**config.mk**
```make
export PLATFORM = sky130hd
export DESIGN_NAME = hourly_average_temperature_limiter
export DESIGN_NICKNAME = d
export VERILOG_FILES = /design/src/hdl/hatl_pkg.sv /design/src/hdl/hourly_average_temperature_limiter.sv /design/src/hdl/hatl_div.sv /design/src/hdl/hatl_dp.sv /design/src/hdl/hatl_ctrl.sv
export SDC_FILE = /design/constraint.sdc
export NUM_CORES = 1
export LEC_CHECK = 0
export BUFFER_PORTS_ARGS = -buffer_cell sky130_fd_sc_hd__buf_2
export CORE_MARGIN = 5
export CORE_UTILIZATION = 48
export CTS_BUF_LIST = sky130_fd_sc_hd__clkbuf_16
export CTS_CLUSTER_SIZE = 28
export DETAILED_ROUTE_END_ITERATION = 10
export PLACE_DENSITY = 0.74
export SLEW_MARGIN = 5
export SYNTH_ARGS = -nofsm -noshare
export SYNTH_HDL_FRONTEND = slang
export SYNTH_SLANG_ARGS = --single-unit
```
**constraint.sdc**
```tcl
create_clock -name clk -period 8.7 [get_ports clk]
set_clock_uncertainty 0.15 [all_clocks]
set_input_delay 0.435 -clock clk [delete_from_list [all_inputs] [get_ports clk]]
set_output_delay 0.435 -clock clk [all_outputs]
set_load 0.01 [all_outputs]
```
**src/hdl/hatl_pkg.sv**
```systemverilog
// Shared types, constants and helpers for the hourly average temperature limiter.
// Used by every module under hdl/; depends on nothing else.

package hatl_pkg;

    localparam int RING_DEPTH = 24;
    localparam int SLOT_W     = (RING_DEPTH > 1) ? $clog2(RING_DEPTH) : 1;
    localparam int COUNT_W    = $clog2(RING_DEPTH + 1);
    localparam int SUM_W      = 16 + SLOT_W;
    localparam int DIV_CYC    = (SUM_W + 1) / 2;
    localparam int DIV_W      = 2 * DIV_CYC;
    localparam int DCNT_W     = $clog2(DIV_CYC + 1);

    localparam int TEMP_W     = 16;
    localparam int TIME_W     = 32;
    localparam int OFFSET_W   = 15;
    localparam int HELD_W     = 5;
    localparam int CFG_IDX_W  = 2;
    localparam int CFG_DATA_W = 32;

    localparam logic [OFFSET_W-1:0] OFFSET_RESET     = 15'd500;
    localparam logic [TEMP_W-1:0]   NO_READING_RESET = 16'h8000;
    localparam logic [TIME_W-1:0]   INTERVAL_RESET   = 32'd3600000;

    typedef enum logic [CFG_IDX_W-1:0] {
        REG_OFFSET_ABOVE = 2'd0,
        REG_OFFSET_BELOW = 2'd1,
        REG_NO_READING   = 2'd2,
        REG_INTERVAL     = 2'd3
    } cfg_reg_t;

    typedef enum logic [2:0] {
        ST_IDLE,
        ST_READ,
        ST_UPDATE,
        ST_START,
        ST_DIV,
        ST_BAND
    } state_t;

    typedef struct packed {
        logic capture;
        logic read_old;
        logic update;
        logic div_start;
        logic load_out;
    } cmd_t;

    typedef struct packed {
        logic div_done;
        logic out_free;
    } status_t;

    // Saturate an 18-bit signed band limit to the 16-bit signed range.
    function automatic logic signed [TEMP_W-1:0] sat16(input logic signed [17:0] v);
        logic signed [TEMP_W-1:0] r;
        begin
            if (v > 18'sd32767)
            begin
                r = 16'sh7FFF;
            end
            else if (v < -18'sd32768)
            begin
                r = 16'sh8000;
            end
            else
            begin
                r = v[TEMP_W-1:0];
            end
            return r;
        end
    endfunction

endpackage

```
**src/hdl/hourly_average_temperature_limiter.sv**
```systemverilog
// One transaction at a time: in_stall holds off a new input from acceptance until the
// result is loaded into the output register; in between, the iterative divider (two
// quotient bits per cycle over the running sum) forms the average.
// A finished result waits in the output register while the next input is taken.
// Reset (rst_n, async, active low) clears control state, history counters and
// restores configuration defaults; ring contents stay undefined until written.

module hourly_average_temperature_limiter
    import hatl_pkg::*;
(
    input  logic                      clk,
    input  logic                      rst_n,
    input  logic                      in_valid,
    output logic                      in_stall,
    input  logic [TIME_W-1:0]         now_ms,
    input  logic signed [TEMP_W-1:0]  reading,
    output logic                      out_valid,
    input  logic                      out_stall,
    output logic signed [TEMP_W-1:0]  limited_temp,
    output logic signed [TEMP_W-1:0]  average_temp,
    output logic                      sample_taken,
    output logic [HELD_W-1:0]         samples_held,
    input  logic                      cfg_valid,
    output logic                      cfg_ready,
    input  logic [CFG_IDX_W-1:0]      cfg_index,
    input  logic [CFG_DATA_W-1:0]     cfg_data
);

    cmd_t    cmd;
    status_t status;

    hatl_ctrl u_ctrl (
        .clk      (clk),
        .rst_n    (rst_n),
        .in_valid (in_valid),
        .in_stall (in_stall),
        .status   (status),
        .cmd      (cmd)
    );

    hatl_dp u_dp (
        .clk          (clk),
        .rst_n        (rst_n),
        .cmd          (cmd),
        .status       (status),
        .now_ms       (now_ms),
        .reading      (reading),
        .cfg_valid    (cfg_valid),
        .cfg_ready    (cfg_ready),
        .cfg_index    (cfg_index),
        .cfg_data     (cfg_data),
        .out_valid    (out_valid),
        .out_stall    (out_stall),
        .limited_temp (limited_temp),
        .average_temp (average_temp),
        .sample_taken (sample_taken),
        .samples_held (samples_held)
    );

endmodule

```
**src/hdl/hatl_div.sv**
```systemverilog
// Iterative signed divider: running sum over sample count, truncated toward zero.
// Restoring division, two quotient bits per cycle. Depends on hatl_pkg.

module hatl_div
    import hatl_pkg::*;
(
    input  logic                      clk,
    input  logic                      rst_n,
    input  logic                      start,
    input  logic signed [SUM_W-1:0]   dividend,
    input  logic [COUNT_W-1:0]        divisor,
    output logic                      done,
    output logic signed [TEMP_W-1:0]  quotient
);

    logic [DIV_W-1:0]   q_reg, q_next;
    logic [COUNT_W-1:0] rem_reg, rem_next;
    logic [COUNT_W-1:0] div_reg;
    logic               neg_reg;
    logic [DCNT_W-1:0]  cnt_reg, cnt_next;
    logic               busy_reg, busy_next;
    logic               done_reg, done_next;

    logic [SUM_W-1:0]   mag;
    logic [COUNT_W:0]   r1, r2;
    logic               b1, b2;

    assign mag = dividend[SUM_W-1] ? (~dividend + 1'b1) : dividend;

    always_comb
    begin
        r1 = {rem_reg, q_reg[DIV_W-1]};
        b1 = (r1 >= {1'b0, div_reg});
        if (b1)
        begin
            r1 = r1 - {1'b0, div_reg};
        end
        r2 = {r1[COUNT_W-1:0], q_reg[DIV_W-2]};
        b2 = (r2 >= {1'b0, div_reg});
        if (b2)
        begin
            r2 = r2 - {1'b0, div_reg};
        end
    end

    always_comb
    begin
        q_next    = q_reg;
        rem_next  = rem_reg;
        cnt_next  = cnt_reg;
        busy_next = busy_reg;
        done_next = 1'b0;
        if (start)
        begin
            q_next    = DIV_W'(mag);
            rem_next  = '0;
            cnt_next  = DCNT_W'(DIV_CYC);
            busy_next = 1'b1;
        end
        else if (busy_reg)
        begin
            q_next   = {q_reg[DIV_W-3:0], b1, b2};
            rem_next = r2[COUNT_W-1:0];
            cnt_next = cnt_reg - 1'b1;
            if (cnt_reg == DCNT_W'(1))
            begin
                busy_next = 1'b0;
                done_next = 1'b1;
            end
        end
    end

    always_ff @(posedge clk or negedge rst_n)
    begin
        if (!rst_n)
        begin
            cnt_reg  <= '0;
            busy_reg <= 1'b0;
            done_reg <= 1'b0;
        end
        else
        begin
            cnt_reg  <= cnt_next;
            busy_reg <= busy_next;
            done_reg <= done_next;
        end
    end

    always_ff @(posedge clk)
    begin
        q_reg   <= q_next;
        rem_reg <= rem_next;
        if (start)
        begin
            div_reg <= divisor;
            neg_reg <= dividend[SUM_W-1];
        end
    end

    assign done     = done_reg;
    assign quotient = neg_reg ? (~q_reg[TEMP_W-1:0] + 1'b1) : q_reg[TEMP_W-1:0];

endmodule

```
**src/hdl/hatl_dp.sv**
```systemverilog
// Datapath: configuration registers, sample ring, running sum, band clamp, output register.
// Driven by hatl_ctrl commands; uses hatl_div and hatl_pkg.

module hatl_dp
    import hatl_pkg::*;
(
    input  logic                      clk,
    input  logic                      rst_n,
    input  cmd_t                      cmd,
    output status_t                   status,
    input  logic [TIME_W-1:0]         now_ms,
    input  logic signed [TEMP_W-1:0]  reading,
    input  logic                      cfg_valid,
    output logic                      cfg_ready,
    input  logic [CFG_IDX_W-1:0]      cfg_index,
    input  logic [CFG_DATA_W-1:0]     cfg_data,
    output logic                      out_valid,
    input  logic                      out_stall,
    output logic signed [TEMP_W-1:0]  limited_temp,
    output logic signed [TEMP_W-1:0]  average_temp,
    output logic                      sample_taken,
    output logic [HELD_W-1:0]         samples_held
);

    // Configuration
    logic [OFFSET_W-1:0]       above_reg;
    logic [OFFSET_W-1:0]       below_reg;
    logic signed [TEMP_W-1:0]  noread_reg;
    logic [TIME_W-1:0]         interval_reg;

    // Item and history state
    logic [TIME_W-1:0]         now_reg;
    logic signed [TEMP_W-1:0]  reading_reg;
    logic signed [TEMP_W-1:0]  old_reg;
    logic                      take_reg;
    logic [SLOT_W-1:0]         slot_reg;
    logic [COUNT_W-1:0]        count_reg;
    logic signed [SUM_W-1:0]   sum_reg, sum_next;
    logic [TIME_W-1:0]         last_time_reg;
    logic                      has_sampled_reg;
    logic signed [TEMP_W-1:0]  ring [RING_DEPTH];

    // Output register
    logic                      out_valid_reg;
    logic signed [TEMP_W-1:0]  limited_reg;
    logic signed [TEMP_W-1:0]  avg_out_reg;
    logic                      taken_out_reg;
    logic [HELD_W-1:0]         held_out_reg;

    logic                      full;
    logic [TIME_W-1:0]         elapsed;
    logic                      take_next;
    logic signed [TEMP_W-1:0]  quotient;
    logic                      div_done;
    logic signed [TEMP_W-1:0]  avg;
    logic signed [TEMP_W-1:0]  upper, lower, limited;

    assign cfg_ready = 1'b1;

    always_ff @(posedge clk or negedge rst_n)
    begin
        if (!rst_n)
        begin
            above_reg    <= OFFSET_RESET;
            below_reg    <= OFFSET_RESET;
            noread_reg   <= NO_READING_RESET;
            interval_reg <= INTERVAL_RESET;
        end
        else if (cfg_valid && cfg_ready)
        begin
            unique case (cfg_reg_t'(cfg_index))
                REG_OFFSET_ABOVE: above_reg    <= cfg_data[OFFSET_W-1:0];
                REG_OFFSET_BELOW: below_reg    <= cfg_data[OFFSET_W-1:0];
                REG_NO_READING:   noread_reg   <= cfg_data[TEMP_W-1:0];
                REG_INTERVAL:     interval_reg <= cfg_data[TIME_W-1:0];
                default:          ;
            endcase
        end
    end

    assign full      = (count_reg == COUNT_W'(RING_DEPTH));
    assign elapsed   = now_reg - last_time_reg;
    assign take_next = (reading_reg != noread_reg)
                       && (!has_sampled_reg || (elapsed > interval_reg));

    // Drop the oldest sample from the sum once the ring is full.
    assign sum_next = sum_reg - (full ? SUM_W'(old_reg) : '0) + SUM_W'(reading_reg);

    always_ff @(posedge clk)
    begin
        if (cmd.capture)
        begin
            now_reg     <= now_ms;
            reading_reg <= reading;
        end
        if (cmd.read_old)
        begin
            old_reg <= ring[slot_reg];
        end
        if (cmd.update && take_reg)
        begin
            ring[slot_reg] <= reading_reg;
        end
    end

    always_ff @(posedge clk or negedge rst_n)
    begin
        if (!rst_n)
        begin
            take_reg        <= 1'b0;
            slot_reg        <= '0;
            count_reg       <= '0;
            sum_reg         <= '0;
            last_time_reg   <= '0;
            has_sampled_reg <= 1'b0;
        end
        else
        begin
            if (cmd.read_old)
            begin
                take_reg <= take_next;
            end
            if (cmd.update && take_reg)
            begin
                sum_reg         <= sum_next;
                last_time_reg   <= now_reg;
                has_sampled_reg <= 1'b1;
                if (!full)
                begin
                    count_reg <= count_reg + 1'b1;
                end
                if (slot_reg == SLOT_W'(RING_DEPTH - 1))
                begin
                    slot_reg <= '0;
                end
                else
                begin
                    slot_reg <= slot_reg + 1'b1;
                end
            end
        end
    end

    hatl_div u_div (
        .clk      (clk),
        .rst_n    (rst_n),
        .start    (cmd.div_start),
        .dividend (sum_reg),
        .divisor  (count_reg),
        .done     (div_done),
        .quotient (quotient)
    );

    assign avg   = (count_reg == '0) ? noread_reg : quotient;
    assign upper = sat16(18'(avg) + 18'(above_reg));
    assign lower = sat16(18'(avg) - 18'(below_reg));

    always_comb
    begin
        if (reading_reg > upper)
        begin
            limited = upper;
        end
        else if (reading_reg < lower)
        begin
            limited = lower;
        end
        else
        begin
            limited = reading_reg;
        end
    end

    always_ff @(posedge clk or negedge rst_n)
    begin
        if (!rst_n)
        begin
            out_valid_reg <= 1'b0;
        end
        else if (cmd.load_out)
        begin
            out_valid_reg <= 1'b1;
        end
        else if (!out_stall)
        begin
            out_valid_reg <= 1'b0;
        end
    end

    always_ff @(posedge clk)
    begin
        if (cmd.load_out)
        begin
            limited_reg   <= limited;
            avg_out_reg   <= avg;
            taken_out_reg <= take_reg;
            held_out_reg  <= HELD_W'(count_reg);
        end
    end

    assign status.div_done = div_done;
    assign status.out_free = !out_valid_reg || !out_stall;

    assign out_valid    = out_valid_reg;
    assign limited_temp = limited_reg;
    assign average_temp = avg_out_reg;
    assign sample_taken = taken_out_reg;
    assign samples_held = held_out_reg;

endmodule

```
**src/hdl/hatl_ctrl.sv**
```systemverilog
// Controller state machine: sequences capture, ring update, division and output load.
// Talks to hatl_dp through cmd_t / status_t from hatl_pkg.

module hatl_ctrl
    import hatl_pkg::*;
(
    input  logic    clk,
    input  logic    rst_n,
    input  logic    in_valid,
    output logic    in_stall,
    input  status_t status,
    output cmd_t    cmd
);

    state_t state_reg, state_next;

    always_ff @(posedge clk or negedge rst_n)
    begin
        if (!rst_n)
        begin
            state_reg <= ST_IDLE;
        end
        else
        begin
            state_reg <= state_next;
        end
    end

    always_comb
    begin
        state_next = state_reg;
        unique case (state_reg)
            ST_IDLE:
            begin
                if (in_valid)
                begin
                    state_next = ST_READ;
                end
            end
            ST_READ:   state_next = ST_UPDATE;
            ST_UPDATE: state_next = ST_START;
            ST_START:  state_next = ST_DIV;
            ST_DIV:
            begin
                if (status.div_done)
                begin
                    state_next = ST_BAND;
                end
            end
            ST_BAND:
            begin
                // hold until the output register can take the result
                if (status.out_free)
                begin
                    state_next = ST_IDLE;
                end
            end
            default:   state_next = ST_IDLE;
        endcase
    end

    always_comb
    begin
        in_stall      = (state_reg != ST_IDLE);
        cmd.capture   = (state_reg == ST_IDLE) && in_valid;
        cmd.read_old  = (state_reg == ST_READ);
        cmd.update    = (state_reg == ST_UPDATE);
        cmd.div_start = (state_reg == ST_START);
        cmd.load_out  = (state_reg == ST_BAND) && status.out_free;
    end

endmodule

```
# ---- Word level (Yosys, flattened, before mapping)
# Memories as Yosys holds them, arrays and structs flattened. A register that Yosys moved wholly into a read port is not among the register bits.
# Cells that the tools add are included.
dict set report word_totals {
  regBits 272
  latch_bits 0
  ram_bits 384
  rom_bits 0
  input_bits 87
  output_inout_bits 41
  wordCells 118
  memories 1
}
dict set report classes {
  add_sub_neg 12
  n_mul 0
  div_mod_pow 0
  n_lt_le_gt_ge 9
  n_eq_ne 16
  n_shift 0
  mux 31
  n_bitwise 3
  n_reduce_logical 20
}
# name depth width read_ports rd_clocked_by_memory_dff write_ports line_no
set memory_table {}
lappend memory_table {u_dp.ring 24 16 1 1 1 hatl_dp.sv:41} ;# logic signed [TEMP_W-1:0] ring [RING_DEPTH];
# op n
set op_table {}
lappend op_table {{$mux 16} 8}
lappend op_table {{$mux 21} 4}
lappend op_table {{$gt 18x16->1 const B} 2}
lappend op_table {{$lt 18x16->1 const B} 2}
lappend op_table {{$gt 32x32->1} 1}
lappend op_table {{$sub 32x32->32} 1}
lappend op_table {{$add 21x1->21 const B} 1}
lappend op_table {{$add 21x21->21} 1}
lappend op_table {{$not 21->21} 1}
lappend op_table {{$sub 21x21->21} 1}
lappend op_table {{$pmux 3 s6} 1}
lappend op_table {{$add 16x16->17} 1}
lappend op_table {{$sub 16x16->17} 1}
lappend op_table {{$add 16x1->16 const B} 1}
lappend op_table {{$gt 16x16->1} 1}
lappend op_table {{$lt 16x16->1} 1}
lappend op_table {{$ne 16x16->1} 1}
lappend op_table {{$not 16->16} 1}
lappend op_table {{$mux 5} 3}
lappend op_table {{$ge 6x5->1} 2}
lappend op_table {{$add 5x1->5 const B} 2}
lappend op_table {{$eq 5x5->1 const B} 2}
lappend op_table {{$mux 1} 10}
lappend op_table {{$reduce_and 2->1} 5}
lappend op_table {{22 further kinds} 37}

# ---- Longest topological paths before layout
# Gate-level depths: netlist (run 1).
dict set report depth {
  depth_word 11
  mapped_depth 30
  ltp_nobuf 27
}

# ---- Cells and area by module
# A second synthesis (run 1) with hierarchy kept.
dict set report hier_totals {
  hier_cells 2557
  hier_area_um2 33405.8
}
# module n_inst cells_each area_each_um2 seq_area_each_um2
set by_module_without_submodules {}
lappend by_module_without_submodules {hatl_dp 1 2226 30397.9 18227.5}
lappend by_module_without_submodules {hatl_div 1 309 2815.2 1081.0}
lappend by_module_without_submodules {hatl_ctrl 1 22 192.7 75.1}

# ---- Worst setup path after synthesis (run 1)
# OpenSTA, ideal clock, no wires.
dict set report synth_timing {
  path_kind {reg2reg}
  from {register u_dp.u_div.q_reg[4]}
  to {register u_dp.limited_reg[15] (netlist: u_dp.limited_temp[15]), data pin}
  setup_time_ps 275
  arrival_ps 6119
  required_time_ps 8275
  setup_slack_ps 2157
  stages_incl_launch_ff 28
  n_path_buf 2
  synth_period_minus_slack_ps 6543
  cell_sequence {edfxtp_1 -> or4_4 -> or2_2 -> or2_2 -> o21ai_0 -> xor2_1 -> o21ai_0 -> ha_1 -> and4_1 -> clkbuf_1 -> o211a_1 -> o21ai_1 -> a31oi_1 -> nor2_1 -> nor4_1 -> o21bai_1 -> a21oi_1 -> ha_1 -> a21o_1 -> a21o_1 -> a21o_1 -> a211oi_1 -> o21a_1 -> a21bo_2 -> nand3_1 -> buf_2 -> a2bb2oi_1 -> a31oi_1}
}
dict set report synth_via {
  elab_chain_len 11
  word_cells_on_any_way 18
  classes_between {3 x add/sub; 6 x order compare; 8 x mux; 1 x bitwise}
}
# item line_no
set synth_rtl {}
lappend synth_rtl {{start, declared} hatl_div.sv:16} ;# logic [DIV_W-1:0] q_reg, q_next;
lappend synth_rtl {{start signal, assigned} hatl_div.sv:91} ;# q_reg <= q_next;
lappend synth_rtl {{$not 16->16 *} hatl_div.sv:101} ;# assign quotient = neg_reg ? (~q_reg[TEMP_W-1:0] + 1'b1) : q_reg[TEMP_W-1:0];
lappend synth_rtl {{$add 16x1->16 *} hatl_div.sv:101}
lappend synth_rtl {{$mux 16 *} hatl_div.sv:101}
lappend synth_rtl {{$mux 16 *} hatl_dp.sv:154} ;# assign avg = (count_reg == '0) ? noread_reg : quotient;
lappend synth_rtl {{via u_dp.avg[10]} hatl_dp.sv:55} ;# logic signed [TEMP_W-1:0] avg;
lappend synth_rtl {{$sub 16x16->17} hatl_dp.sv:156} ;# assign lower = sat16(18'(avg) - 18'(below_reg));
lappend synth_rtl {{$lt 18x16->1} hatl_pkg.sv:62} ;# else if (v < -18'sd32768)
lappend synth_rtl {{$mux 16} hatl_pkg.sv:62}
lappend synth_rtl {{$mux 16} hatl_pkg.sv:58} ;# if (v > 18'sd32767)
lappend synth_rtl {{$lt 16x16->1} hatl_dp.sv:164} ;# else if (reading_reg < lower)
lappend synth_rtl {{$mux 16} hatl_dp.sv:164}
lappend synth_rtl {{$mux 16 *} hatl_dp.sv:160} ;# if (reading_reg > upper)
lappend synth_rtl {{via u_dp.limited[15]} hatl_dp.sv:56} ;# logic signed [TEMP_W-1:0] upper, lower, limited;
lappend synth_rtl {{end signal, assigned} hatl_dp.sv:194} ;# limited_reg <= limited;
lappend synth_rtl {{end, declared} hatl_dp.sv:45} ;# logic signed [TEMP_W-1:0] limited_reg;
# The timed path passes the listed nets; every way through them passes the cells marked *.
# A chain may end at the register's enable or synchronous reset.

# ---- Worst setup path in the final report (run 1)
dict set report layout_timing {
  from {register u_dp.u_div.q_reg[4]}
  to {register u_dp.limited_reg[6] (netlist: u_dp.limited_temp[6]), data pin}
}
# The elaborated chain is that of the path after synthesis.

==> flow_summary_export.csv, run 1 <==
group,metric,value,unit
die,num_rows,96,
finish,largest_register_ff_count,384,
finish,regArea,19400,um^2
synth,synthesis.area,33300,um^2
sta,grt_setup_unrepaired,"no",
finish,stdcell_count,3758,
routing,firstDrtPassIters,7,
sta,fin_crit_sh,93.6,%
routing,num_vias,22000,
sta,max_clock_freq,0.123,GHz
clock_tree,clk_latency,0.66,ns
finish,regMostFlops,"u_dp.ring",
die,num_io_pins,128,
place,placed_cells,3548,
critical_path,crit_path_max_incr_delay,0.66,ns
critical_path,start_kind,"register",
routing,drc_errors,0,
synth,synth_edf_count,513,
sta,relSlewSlack,27.4,%
clock_tree,numCtsBuffers,69,
synth,synthArstFlopShare,22.8,%
critical_path,end_kind,"register",
synth,yosys_warnings,0,
global_route,track_usage,23.4,%
clock_tree,clk_path_buf_depth,3,
finish,fill_cells,5400,
sta,setup_tns,0,ns
clock_tree,cts_tree,"yes",
synth,synth.distinct_cells,86,
die,initial_utilization,48.5,%
critical_path,cp.required,8.87,ns
critical_path,worstPathMaxFanout,14,
sta,setup_ws,0.558,ns
sta,finalHoldViolCount,0,
sta,post-route-min-period,8.14,ns
sta,holdWs,0.0224,ns
die,die_w,273,um
critical_path,cp_num_buf_inv,0,
global_route,grt_max_degree,82,
die,die_area,74800,um^2
synth,synth_ff_type,"edfxtp_1",
critical_path,crit_family,"compound AO/OA/AOI/OAI gates",
critical_path,crit_type,"register to register",
critical_path,ff2ff_path_depth,25,
routing,vias_per_cell,5.86,
sta,maxSlewViolCount,0,
critical_path,regToRegSetupSlack,0.56,ns
sta,worst_pin_slew,1.09,ns
flow_run,max-cap-violations,0,
critical_path,path_common_cell,"a21o_1",
finish,multi_input_area,12900,um^2
synth,avgSynthCellArea,13.2,um^2
global_route,grt_pass1_vias,22400,
finish,finish.instance_area,38400,um^2
finish,drive_above_1_share,19.1,%
place,port_buffers,126,
critical_path,worst_ep_arrival_time,8.31,ns
global_route,antenna_found_initial,2,
die,die_y,273,um
hold_path,hold_end,"u_dp.noread_reg[14]",
finish,fin_util,55.9,%
power_and_ir_drop,p_total,8.08,mW
routing,detail_route.iter0.violations,2143,
critical_path,crit_slowest_cell,"nor4_1",
finish,antenna_cells,0,
synth,synthesis.nets,2802,
global_route,grt_pass1_wl,134000,um
synth,yosysSeqAreaShare,58.2,%
synth,synth_cells,2524,
global_route,grt_overflow_total,0,
synth,ys_seq_elements,672,
status,status,"finished clean",
place,dp_hpwl,58100,um
finish,fin_nets,3048,
routing,ant_nets,0,
hold_path,min-delay-start,"cfg_data[14]",
routing,routed_wirelength,88100,um
place,gp_congestion,0.946,
finish,area_growth,15.2,%
clock_tree,cts_root_buf,"clkbuf_16",
place,placed_cell_area,35200,um^2
die,coreArea,68700,um^2
clock_tree,clock-sinks,672,
power_and_ir_drop,leakage,14.6,nW
critical_path,r2r-start,"u_dp.u_div.q_reg[4]",
clock_tree,h-tree-depth,3,
power_and_ir_drop,power_density,210,nW/um^2
place,place_ws,0.809,ns
power_and_ir_drop,vdd_drop_max,0.237,mV
hold_path,min_path_type,"primary input to register",
clock_tree,path_clk_slew,0.07,ns
routing,wl_per_cell,23.4,um
critical_path,r2r-end,"u_dp.limited_temp[6]",
sta,final-setup-viol-count,0,
hold_path,hold_path_depth,2,
clock_tree,post_cts_buffers,0,
-- cell families (layout without fill, tap and decap cells) --
kind of cell    after synthesis  count (layout)  synth area share (%)
flops                       672             672                  58.2
simple gates                556             556                  7.93
compound gates              493             493                  9.65
buf+inv                     289             592                  3.31
mux                         201             201                  10.0
fa+ha+maj                   191             191                  7.73
xor+xnor                    121             121                  3.20
other cells                   1               1                0.0113
-- layer usage --
metal / up-vias / track usage [%] / routed length (um)
met5: - / 0 / 0
met4: 0 / 8.80 / 3600
met3: 178 / 5.81 / 8320
met2: 1068 / 36.9 / 41100
met1: 10900 / 31.8 / 35100
li1: 9890 / - / -
-- worst max-delay path by stage --
stage / startpoint / endpoint / slack, ns / depth (start not counted)
2_1_floorplan: u_dp.u_div.q_reg[4] / u_dp.limited_temp[15] / 2.16 / 27
3_3_place_gp: u_dp.u_div.q_reg[4] / u_dp.limited_temp[8] / 0.52 / 20
3_5_place_dp: u_dp.u_div.q_reg[4] / u_dp.limited_temp[14] / 0.81 / 25
4_1_cts: u_dp.u_div.q_reg[4] / u_dp.limited_temp[6] / 0.78 / 25
5_1_grt: u_dp.u_div.q_reg[4] / u_dp.limited_temp[6] / 0.14 / 25
6_report: u_dp.u_div.q_reg[4] / u_dp.limited_temp[6] / 0.56 / 25
-- power by group --
group	switching, mW	internal (mW)	total (mW)
combinational	0.877	0.572	1.45
clock	1.33	1.71	3.03
sequential	0.0606	3.53	3.59
-- final cells by class --
class	count	share of cell area [%]
multi-input combinational	1563	33.6
inverter	207	2.03
clock buffer	70	4.56
sequential	672	50.5
timing repair buffer	257	4.74
clock inverter	58	1.53
tap	931	3.03
-- layout by cell type (no fill, tap or decap), types with 82 or more instances in the layout --
cell,synthesis,layout
buf_2,3,125
nor2_1,121,110
o21ai_0,149,148
dfrtp_1,129,127
ha_1,166,166
mux2_2,95,95
a21oi_1,92,92
nand2_1,205,205
edfxtp_1,513,513
dlygate4sd3_1,0,82
inv_1,206,222
mux4_2,96,96
-- cell usage after synthesis, drive strengths merged, types with 6 or more instances --
library cell / n / area, um^2
dfxtp: 6 / 120
a31oi: 9 / 62.6
o31ai: 13 / 97.6
nor3: 24 / 120
nor2b: 23 / 144
fa: 25 / 500
and3: 12 / 75.1
o221ai: 11 / 96.3
mux4: 96 / 2160
a21boi: 9 / 67.6
xnor2: 70 / 613
and2: 19 / 119
mux2: 95 / 1070
nand2b: 16 / 100
or3: 20 / 125
nand3b: 7 / 52.6
nor4: 13 / 81.3
o211ai: 16 / 130
o21bai: 12 / 90.1
o21ai: 152 / 761
nand3: 44 / 220
clkbuf: 66 / 249
mux2i: 10 / 100
o21a: 25 / 188
xor2: 51 / 454
ha: 166 / 2080
inv: 207 / 780
a21o: 41 / 315
o41ai: 6 / 71.3
dfrtp: 129 / 3230
a211oi: 19 / 143
buf: 16 / 75.1
nand4: 25 / 156
dfstp: 24 / 631
a21oi: 97 / 504
nand2: 205 / 769
edfxtp: 513 / 15400
and4: 6 / 52.6
a22oi: 33 / 248
nor2: 121 / 454
-- worst register-to-register path: stages (launching register included) --
cell	delay, ns
edfxtp_1	0.46
or4_4	0.58
or2_2	0.33
or2_2	0.30
o21ai_0	0.21
xor2_1	0.17
o21ai_0	0.21
ha_1	0.40
and4_1	0.33
o211a_1	0.18
o21ai_1	0.10
a31oi_1	0.47
nor2_1	0.15
nor4_1	0.67
o21bai_1	0.21
a21oi_1	0.12
ha_1	0.33
a21o_1	0.18
a21o_1	0.16
a21o_1	0.17
a211oi_1	0.32
o21a_1	0.28
a21bo_2	0.28
nand3_1	0.47
a21o_1	0.41
o221ai_1	0.22
-- repair_timing --
action                                 in CTS  in global routing
hold buffers                               82                  0
endpoints found under the hold margin     193                  0
gates resized for setup                     0                  0
No activity file was read; power rests on OpenSTA's default activity.
==> run 2, diff against run 1 <==
--- a/config.mk
+++ b/config.mk
@@ -11,6 +11,7 @@
 export CTS_BUF_LIST = sky130_fd_sc_hd__clkbuf_16
 export CTS_CLUSTER_SIZE = 28
 export DETAILED_ROUTE_END_ITERATION = 10
+export MAX_ROUTING_LAYER = met4
 export PLACE_DENSITY = 0.74
 export SLEW_MARGIN = 5
 export SYNTH_ARGS = -nofsm -noshare
==> run 2 against run 1 <==
Compared with the run above: core utilization fell by 0.065 points; flip-flop and latch count did not move; clock power fell by 4%; die area did not move; global-route usage rose by 0.18 points; largest power group unchanged.
==> flow_summary_export.csv, run 2 (same netlist as run 1, synthesis figures left out) <==
group,metric,value,unit
finish,fin_util,55.8,%
sta,fin_crit_sh,92.4,%
status,status,"finished clean",
critical_path,cp_cell_sequence,"or4_4 -> or2_2 -> or2_2 -> o21ai_0 -> xor2_1 -> o21ai_0 -> ha_1 -> and4_1 -> o211a_1 -> o21ai_1 -> a31oi_1 -> nor2_1 -> nor4_1 -> nand2_1 -> a21boi_0 -> ha_1 -> nand4_1 -> or3_1 -> o21a_1 -> a2bb2oi_1 -> nand3_1 -> a21o_1 -> o221a_2",
clock_tree,clk_path_buf_depth,3,
die,num_rows,96,
power_and_ir_drop,leakage,14.6,nW
routing,vias_per_cell,5.81,
die,die_y,273,um
routing,detail_route.iter0.violations,2149,
finish,area_growth,15.1,%
finish,regMostFlops,"u_dp.ring",
sta,post-route-min-period,8.04,ns
critical_path,worstPathMaxFanout,14,
sta,maxSlewViolCount,0,
place,port_buffers,126,
global_route,grt_overflow_total,0,
critical_path,start_kind,"register",
routing,wl_per_cell,23.2,um
routing,drc_errors,0,
clock_tree,numCtsBuffers,71,
routing,ant_nets,0,
critical_path,cp.required,8.90,ns
global_route,grt_max_degree,111,
critical_path,cp_num_buf_inv,0,
routing,routed_wirelength,87100,um
sta,setup_tns,0,ns
clock_tree,post_cts_buffers,0,
clock_tree,h-tree-depth,3,
place,dp_hpwl,58100,um
finish,drive_above_1_share,18.9,%
critical_path,worst_ep_arrival_time,8.24,ns
die,die_w,273,um
critical_path,r2r-end,"u_dp.limited_temp[11]",
clock_tree,cts-hold-fix-buffers,83,
sta,worst_pin_slew,1.14,ns
sta,finalHoldViolCount,0,
global_route,grt_pass1_wl,131000,um
critical_path,endpoint,"u_dp.limited_temp[11]",
hold_path,min_path_type,"primary input to register",
power_and_ir_drop,vdd_drop_max,0.180,mV
finish,fin_nets,3051,
finish,layout_commonest_cell,"edfxtp_1",
die,num_io_pins,128,
sta,relSlewSlack,23.7,%
critical_path,path_depth,23,
power_and_ir_drop,power_density,208,nW/um^2
critical_path,crit_family,"simple AND/OR/NAND/NOR gates",
critical_path,ff2ff_path_depth,23,
clock_tree,clk_latency,0.63,ns
die,die_area,74800,um^2
clock_tree,clock-sinks,672,
clock_tree,post_cts_resized,0,
critical_path,end_kind,"register",
flow_run,max-cap-violations,0,
global_route,antenna_found_initial,3,
routing,firstDrtPassIters,5,
critical_path,crit_slowest_cell,"nor4_1",
finish,final_cell_mix,"edfxtp_1, inv_1, nand2_1",
die,coreArea,68700,um^2
critical_path,startpoint,"u_dp.u_div.q_reg[4]",
critical_path,crit_path_max_incr_delay,0.61,ns
clock_tree,path_clk_slew,0.06,ns
global_route,track_usage,23.6,%
sta,grt_setup_unrepaired,"no",
routing,num_vias,21900,
sta,max_clock_freq,0.124,GHz
clock_tree,cts_tree,"yes",
critical_path,crit_type,"register to register",
critical_path,r2r-start,"u_dp.u_div.q_reg[4]",
critical_path,regToRegSetupSlack,0.66,ns
die,initial_utilization,48.5,%
finish,fill_cells,5443,
clock_tree,cts_root_buf,"clkbuf_16",
finish,largest_register_ff_count,384,
sta,final-setup-viol-count,0,
place,gp_congestion,0.971,
global_route,grt_pass1_vias,21800,
[run 2: stage by stage]
stage	cell area [um^2]	power [mW]	hold WS [ns]	setup slack, ns	std cells
5_1_grt	38400	8.28	0.267	0.202	3763
6_report	38400	7.97	0.267	0.665	3763
3_3_place_gp	35200	4.99	0.307	0.493	3547
4_1_cts	38400	7.96	0.244	0.805	3760
3_5_place_dp	35200	5.03	0.319	0.810	3548
2_1_floorplan	33300	4.60	-0.0106	2.16	2524
[run 2: power by group]
part | switching (mW) | leakage (nW) | internal [mW]
clock network | 1.30 | 1.16 | 1.63
logic | 0.882 | 6.93 | 0.573
registers | 0.0615 | 6.49 | 3.53
[run 2: tightest hold or removal path, cell delays in order]
cell	delay (ns)
buf_2	0.13
nor3b_2	0.05
buf_4	0.21
o21ai_0	0.16
[run 2: layout make-up]
cell class	count	area [um^2]	share of cell area [%]
Timing Repair Buffer	258	1830	4.78
Sequential cell	672	19400	50.5
Multi-Input combinational cell	1563	12900	33.7
Tap cell	931	1160	3.04
Clock inverter	55	424	1.11
Clock buffer	74	1850	4.83
Antenna cell	3	7.51	0.0196
Inverter	207	779	2.03
[run 2: worst min-delay path by stage]
stage	cells after the start	endpoint	slack [ns]	start
5_1_grt	4	u_dp.above_reg[1]	0.27	cfg_index[0]
2_1_floorplan	0	u_ctrl.state_reg[0]	-0.01	rst_n
3_3_place_gp	1	u_dp.has_sampled_reg	0.31	u_dp.has_sampled_reg
3_5_place_dp	1	u_dp.has_sampled_reg	0.32	u_dp.has_sampled_reg
6_report	4	u_dp.above_reg[1]	0.27	cfg_index[0]
4_1_cts	4	u_dp.above_reg[1]	0.24	cfg_index[0]
[run 2: metal layers]
layer	track usage [%]	routed length [um]
met1	31.6	36500
met2	36.2	40800
met3	5.40	6980
met4	7.57	2820
met5	-	0
